### config.mk
export PLATFORM = sky130hd
export DESIGN_NAME = iee_div
export DESIGN_NICKNAME = d
export VERILOG_FILES = /design/src/sv/iee_pkg.sv /design/src/sv/iee_div.sv
export SDC_FILE = /design/constraint.sdc
export NUM_CORES = 1
export LEC_CHECK = 0
export ABC_CLOCK_PERIOD_IN_PS = 4950
export BUFFER_PORTS_ARGS = -buffer_cell sky130_fd_sc_hd__buf_2
export CORE_MARGIN = 2
export CORE_UTILIZATION = 61
export CTS_BUF_LIST = sky130_fd_sc_hd__clkbuf_8
export DETAILED_ROUTE_END_ITERATION = 12
export PLACE_DENSITY = 0.92
export SYNTH_ARGS = -nofsm -noshare
export SYNTH_HDL_FRONTEND = slang
export SYNTH_SLANG_ARGS = --single-unit
### constraint.sdc
create_clock -name clk -period 4.95 [get_ports clk]
set_clock_uncertainty 0.15 [all_clocks]
set_input_delay 0.7425 -clock clk [delete_from_list [all_inputs] [get_ports clk]]
set_output_delay 0.7425 -clock clk [all_outputs]
set_load 0.02 [all_outputs]
### src/sv/iee_pkg.sv
`default_nettype none
package iee_pkg;

    localparam int STACK_DEPTH     = 32;
    localparam int ADDR_W          = $clog2(STACK_DEPTH);
    localparam int TOP_W           = ADDR_W + 1;
    localparam int FRAC_BITS       = 32;
    localparam int MAX_FRAC_DIGITS = 9;
    localparam int DIV_STEPS       = 128;
    localparam int DIV_CNT_W       = $clog2(DIV_STEPS);

    localparam logic [7:0] CH_MUL  = 8'h78;
    localparam logic [7:0] CH_DIV  = 8'h2F;
    localparam logic [7:0] CH_ADD  = 8'h2B;
    localparam logic [7:0] CH_SUB  = 8'h2D;
    localparam logic [7:0] CH_DOT  = 8'h2E;
    localparam logic [7:0] CH_ZERO = 8'h30;
    localparam logic [7:0] CH_NINE = 8'h39;

    localparam logic [63:0] VMAX     = 64'h7FFF_FFFF_FFFF_FFFF;
    localparam logic [63:0] VMIN_MAG = 64'h8000_0000_0000_0000;

    typedef enum logic [1:0] {
        OP_ADD = 2'd0,
        OP_SUB = 2'd1,
        OP_MUL = 2'd2,
        OP_DIV = 2'd3
    } op_t;

    typedef enum logic [1:0] {
        ST_OK   = 2'd0,
        ST_DIV0 = 2'd1,
        ST_BAD  = 2'd2,
        ST_SAT  = 2'd3
    } status_t;

    typedef enum logic [4:0] {
        S_IDLE,
        S_LIT,
        S_LITDIV,
        S_LITPUSH,
        S_OPCHK,
        S_OPCMP,
        S_OPPUSH,
        S_RA,
        S_RB,
        S_RB2,
        S_RA2,
        S_EXEC,
        S_MUL,
        S_MULFIN,
        S_DIV,
        S_RPUSH,
        S_END,
        S_ENDRD,
        S_OUT
    } state_t;

    typedef struct packed {
        logic        start;
        logic [63:0] num;
        logic [63:0] den;
    } div_req_t;

    typedef struct packed {
        logic        busy;
        logic        done;
        logic [63:0] quot_lo;
        logic        quot_hi_nz;
    } div_rsp_t;

    typedef struct packed {
        logic        ovf;
        logic [63:0] val;
    } sat_t;

    function automatic logic [63:0] pow10(input logic [3:0] n);
        logic [63:0] r;
        r = 64'd1;
        case (n)
            4'd1:    r = 64'd10;
            4'd2:    r = 64'd100;
            4'd3:    r = 64'd1000;
            4'd4:    r = 64'd10000;
            4'd5:    r = 64'd100000;
            4'd6:    r = 64'd1000000;
            4'd7:    r = 64'd10000000;
            4'd8:    r = 64'd100000000;
            4'd9:    r = 64'd1000000000;
            default: r = 64'd1;
        endcase
        return r;
    endfunction

    function automatic sat_t signed_sat(input logic [63:0] m, input logic neg);
        sat_t r;
        r.ovf = 1'b0;
        r.val = m;
        if (neg) begin
            if (m > VMIN_MAG) begin
                r.ovf = 1'b1;
                r.val = VMIN_MAG;
            end
            else begin
                r.val = 64'd0 - m;
            end
        end
        else if (m > VMAX) begin
            r.ovf = 1'b1;
            r.val = VMAX;
        end
        return r;
    endfunction

    function automatic logic [63:0] mag(input logic [63:0] v);
        return v[63] ? (64'd0 - v) : v;
    endfunction

    function automatic logic [1:0] prec(input logic [1:0] op);
        return (op >= OP_MUL) ? 2'd2 : 2'd1;
    endfunction

    function automatic logic [1:0] flag(input logic [1:0] cur, input logic [1:0] code);
        return (cur == ST_OK) ? code : cur;
    endfunction

endpackage
`default_nettype wire

### src/sv/iee_div.sv
`default_nettype none
module iee_div (
    input  wire logic               clk,
    input  wire logic               rst_n,
    input  wire iee_pkg::div_req_t  req,
    output iee_pkg::div_rsp_t       rsp
);

    logic                           busy_reg, busy_next;
    logic                           done_reg, done_next;
    logic [iee_pkg::DIV_CNT_W-1:0]  cnt_reg, cnt_next;
    logic [127:0]                   num_reg, num_next;
    logic [127:0]                   quot_reg, quot_next;
    logic [63:0]                    rem_reg, rem_next;
    logic [63:0]                    den_reg, den_next;
    logic [64:0]                    rem_sh;
    logic [64:0]                    rem_sub;

    always_comb
    begin
        busy_next = busy_reg;
        done_next = 1'b0;
        cnt_next  = cnt_reg;
        num_next  = num_reg;
        quot_next = quot_reg;
        rem_next  = rem_reg;
        den_next  = den_reg;
        rem_sh    = {rem_reg, num_reg[127]};
        rem_sub   = rem_sh - {1'b0, den_reg};
        if (req.start)
        begin
            busy_next = 1'b1;
            cnt_next  = '0;
            num_next  = {32'd0, req.num, 32'd0};
            quot_next = '0;
            rem_next  = '0;
            den_next  = req.den;
        end
        else if (busy_reg)
        begin
            num_next = {num_reg[126:0], 1'b0};
            if (rem_sh >= {1'b0, den_reg})
            begin
                rem_next  = rem_sub[63:0];
                quot_next = {quot_reg[126:0], 1'b1};
            end
            else
            begin
                rem_next  = rem_sh[63:0];
                quot_next = {quot_reg[126:0], 1'b0};
            end
            cnt_next = cnt_reg + 1'b1;
            if (cnt_reg == iee_pkg::DIV_CNT_W'(iee_pkg::DIV_STEPS - 1))
            begin
                busy_next = 1'b0;
                done_next = 1'b1;
            end
        end
    end

    always_ff @(posedge clk or negedge rst_n)
    begin
        if (!rst_n)
        begin
            busy_reg <= 1'b0;
            done_reg <= 1'b0;
            cnt_reg  <= '0;
        end
        else
        begin
            busy_reg <= busy_next;
            done_reg <= done_next;
            cnt_reg  <= cnt_next;
        end
    end

    always_ff @(posedge clk)
    begin
        num_reg  <= num_next;
        quot_reg <= quot_next;
        rem_reg  <= rem_next;
        den_reg  <= den_next;
    end

    assign rsp.busy       = busy_reg;
    assign rsp.done       = done_reg;
    assign rsp.quot_lo    = quot_reg[63:0];
    assign rsp.quot_hi_nz = (quot_reg[127:64] != 64'd0);

`ifndef SYNTHESIS
    a_start_idle: assert property (@(posedge clk) disable iff (!rst_n)
        req.start |-> !busy_reg) else $error("divide restarted while busy");
    a_done_once: assert property (@(posedge clk) disable iff (!rst_n)
        done_reg |-> !busy_reg) else $error("done while busy");
    a_no_zero: assert property (@(posedge clk) disable iff (!rst_n)
        req.start |-> req.den != 64'd0) else $error("divide by zero started");
`endif

endmodule
`default_nettype wire

Yosys cells after proc, flatten, opt, wreduce, memory -nomap -nowiden
Cells that the tools add are included.

Add/sub/neg operators: 2. $lt $le $gt $ge: 1. Equal/unequal tests: 1. Muxes and demuxes: 12. Reduce and logical (&&, ||, !) cells: 2.

Operators by type and width (count): $mux 96 (2); $ge 65x64->1 (1); $mux 64 (1); $reduce_bool 64->1 (1); $sub 64x64->64 (1); $mux 7 (2); $add 7x1->7 const B (1); $eq 7x7->1 const B (1); $mux 1 (7); $reduce_bool 2->1 (1).

Register bits after elaboration: 361. Input bits: 131. Output and inout port bits: 67. Logic and storage cells: 26.

Logic depth before layout (Yosys ltp)
Word-level depth: 4. Depth in mapped cells: 15. Mapped depth without buffers: 13.

Worst setup path after synthesis
OpenSTA, ideal clock, no wires.

Path kind: register -> register. From: reg den_reg[46]. To: reg rem_reg[44]. Setup time: 162 ps. Arrival: 3132 ps. Required time: 4638 ps. Path slack: 1506 ps. Stages on the path, launching flop included: 14. Path buffers: 2. Period minus slack after synthesis: 3444 ps. Cell sequence: edfxtp_1 > inv_1 > ha_1 > nand4_1 > or3_1 > or4_1 > a21oi_1 > a211oi_2 > a2111oi_4 > or2_4 > buf_12 > buf_6 > mux2i_1 > o22ai_1.

Longest elaborated chain between the ends: 2.

Ends and longest elaborated chain: from (decl) (line iee_div.sv:15) `logic [63:0] den_reg, den_next;`; from (signal assigned) (line iee_div.sv:82) `den_reg <= den_next;`; $ge 65x64->1 (line iee_div.sv:42) `if (rem_sh >= {1'b0, den_reg})`; $mux 64 (line iee_div.sv:42); to (signal assigned) (line iee_div.sv:81) `rem_reg <= rem_next;`; to (decl) (line iee_div.sv:14) `logic [63:0] rem_reg, rem_next;`.

Every way passes these cells. A chain may end at the register's enable or synchronous reset.

Final worst setup path
From: reg den_reg[47]. To: reg rem_reg[47].

Longest elaborated chain between the ends: 2. Elaborated cells between the ends (all ways): 3. Those cells by class: add/sub: 1; order compare: 1; mux: 1.

Ends and longest elaborated chain (line): $sub 64x64->64 / $ge 65x64->1 (equally long branches) (iee_div.sv:29, iee_div.sv:42); $mux 64 (*) (iee_div.sv:42).

Every way passes the cells marked *; elsewhere a longest branch is shown, timed or not.

==> impl_metrics.ini <==
[worst_setup_path]
worst-setup-path-type = flip-flop to flip-flop
cp_slowest_cell = or2_4
endpoint_kind = flip-flop
path_buf_inv = 1
critPathTopFamily = simple AND/OR/NAND/NOR gates
worst_ep_required_time_ns = 5.30
crit_top_cell = nand4_1
critPathArrivalTime_ns = 4.77
crit_fanout = 56
crit_path_start_kind = flip-flop
path_cells = inv_1, ha_1, nand4_1, or3_1, or4_1, a21oi_1, a211oi_2, a2111oi_4, or2_4, nand4_1, a311oi_1
cp_slowest_stage_delay_ns = 0.71

[floorplan]
die_w_um = 177.6
initial_core_util = 0.6199
core_mm2 = 0.02964
io_pins = 198
die_h_um = 177.6
fp-row-count = 63
fp.dieArea_mm2 = 0.03152

[place]
place_ws_ns = 0.6428
dpl.hpwl_mm = 27.39
place.gp.congestion = 0.9486
portBuffers = 197

[hold_path]
hold_class = input port to flip-flop

[sta]
min_period_over_period = 0.8929
final-hold-violation-count = 0
worst_slew_pin_slew_ns = 1.075
slew_viol_final = 0
rsz0062_at_grt = no
setup_slack_ns = 0.5301
setup_viol = 0
relSlewSlack = 0.2836
final.min_clock_period_ns = 4.420
setup_tns_ns = 0
max_freq_mhz = 226.2

[synth]
syn_area_mm2 = 0.01837
async_flop_share = 0.02493
synth_cells = 1876
synth_edf_count = 128
synth_area_per_cell_um2 = 9.794
synth_top_area_frac = 0.2441
synth-main-ff-cell = dfxtp_1
yosys_warnings = 0
netlist_top_cells_count = nor2_1 (271), dfxtp_1 (224), mux2i_1 (166)
synth_top_area_cell = dfxtp_1
synthTopCellsByArea = dfxtp_1 (24%), edfxtp_1 (21%), mux2i_1 (9.0%)
synth_most_common_cell = nor2_1
synthDistinctLibCells = 70
ys_seq_elements = 361
syn-num-nets = 2073
seq_area_frac_synth = 0.4655

[global_routing]
antenna_found_initial = 3
gr-total-overflow = 0
grt_first_pass_wirelength_mm = 64.98
grt_max_degree = 143
grt_usage = 0.2498
grt_pass1_vias = 13700

[cts]
post-cts-setup-buffers = 0
cts_buffer_depth = 3
clkLatencyLatePin_ns = 0.61
htreeDepth = 2
clock-root-buffer = clkbuf_8
tritoncts = yes
holdBufCountCts = 1
cts_sinks = 361
ctsResizeCount = 0
cts_made_buffers = 56
clkTransAtPathRegs_ns = 0.07

[route]
drtIter0Drc = 1097
wirelength_mm = 40.30
vias = 14000
antenna_left = 0
wl_per_cell_um = 16.76
drc = 0
drtPass1Iterations = 6
vias_per_cell = 5.824

[run]
max_cap_violations = 0

[final_layout]
multi_input_area_mm2 = 0.008569
seqCellArea_mm2 = 0.008557
syn_to_final_growth_pct = 9.943
largest_reg_flops = 128
nFillCells = 2241
drive_gt1_frac = 0.1844
nets = 2163

[run_status]
status = finished, final reports clean

[power]
power.density_mw_per_mm2 = 471.9
ir_drop_mv = 0.3091
cellLeakagePower_nw = 9.767
==> kinds of logic after synthesis <==
| kind of cell | after synthesis | share of synthesized area |
|---|---|---|
| flops | 361 | 0.4655 |
| xor+xnor | 54 | 0.02574 |
| buf+inv | 254 | 0.06830 |
| compound gates | 320 | 0.1223 |
| simple gates | 591 | 0.1431 |
| fa+ha+maj | 66 | 0.04536 |
| mux | 230 | 0.1297 |
==> final cells by class <==
type	instances	area share
well taps	390	0.02416
clock inverters	33	0.01028
inverters	79	0.01468
flip-flops and latches	361	0.4236
diodes	2	0.0002478
multi-input cells	1261	0.4242
clock buffers	71	0.04838
repair buffers	207	0.05439
==> per-layer routing <==
layer  track usage  share of wire  wire, um
met1        0.3200           0.43     17260
met2        0.4178           0.47     18970
met3       0.05270          0.071      2864
met4       0.08880          0.029      1186
met5             0        0.00032        13
==> final timing paths <==
kind | start | cells past startpoint | to | slack [ns]
max | den_reg[47] | 11 | rem_reg[47] | 0.53
min | req[54] | 1 | den_reg[54] | 0.16
max reg2reg | den_reg[47] | 11 | rem_reg[47] | 0.53
min reg2reg | num_reg[119] | 2 | num_reg[119] | 0.34
max in group asynchronous | rst_n | 2 | busy_reg | 4.02
min in group asynchronous | rst_n | 2 | cnt_reg[0] | 0.41
==> per-stage QoR <==
step                      hold WS (ns)  instance area (um2)  instances  utilization  total power, W
after floorplan                 0.2969                18370       1876            -        0.006278
after global placement          0.3239                19000       2297       0.6410        0.006803
after detailed placement        0.3309                19000       2297       0.6410        0.006908
after CTS                       0.1203                20190       2402       0.6814        0.009520
after global routing            0.1266                20200       2404       0.6815         0.01009
final                           0.1565                20200       2404       0.6815        0.009532
==> cells in the final DEF, fill, tap and decap left out, types with 5 or more instances in the layout <==
cell,count
a211oi_1,12
nor4_1,20
nor3_1,23
buf_4,7
a31oi_1,9
ha_1,65
nor3b_1,7
o31ai_1,6
dfrtp_1,8
clkbuf_8,71
edfxtp_1,128
inv_1,98
a21o_1,48
and3_1,6
buf_2,196
nand2_1,149
nor2b_1,11
mux2_2,64
and2_1,6
o21ai_0,49
nand4_1,32
a21oi_1,76
a311oi_1,45
nand2b_1,14
a211o_1,5
o21a_1,8
nor2_1,271
dfxtp_1,224
xnor2_1,33
nand3_1,21
o22ai_1,8
clkinv_2,8
xor2_1,21
mux2i_1,166
o211ai_1,5
a311oi_2,5
o21bai_1,8
or3_1,11
==> where the power goes <==
part	internal [W]	total [W]	switching, W
Combinational	0.00129	0.00329	0.00201
Clock	0.00140	0.00258	0.00118
Sequential	0.00342	0.00366	0.000242
Power figures use the tool's default switching activity.
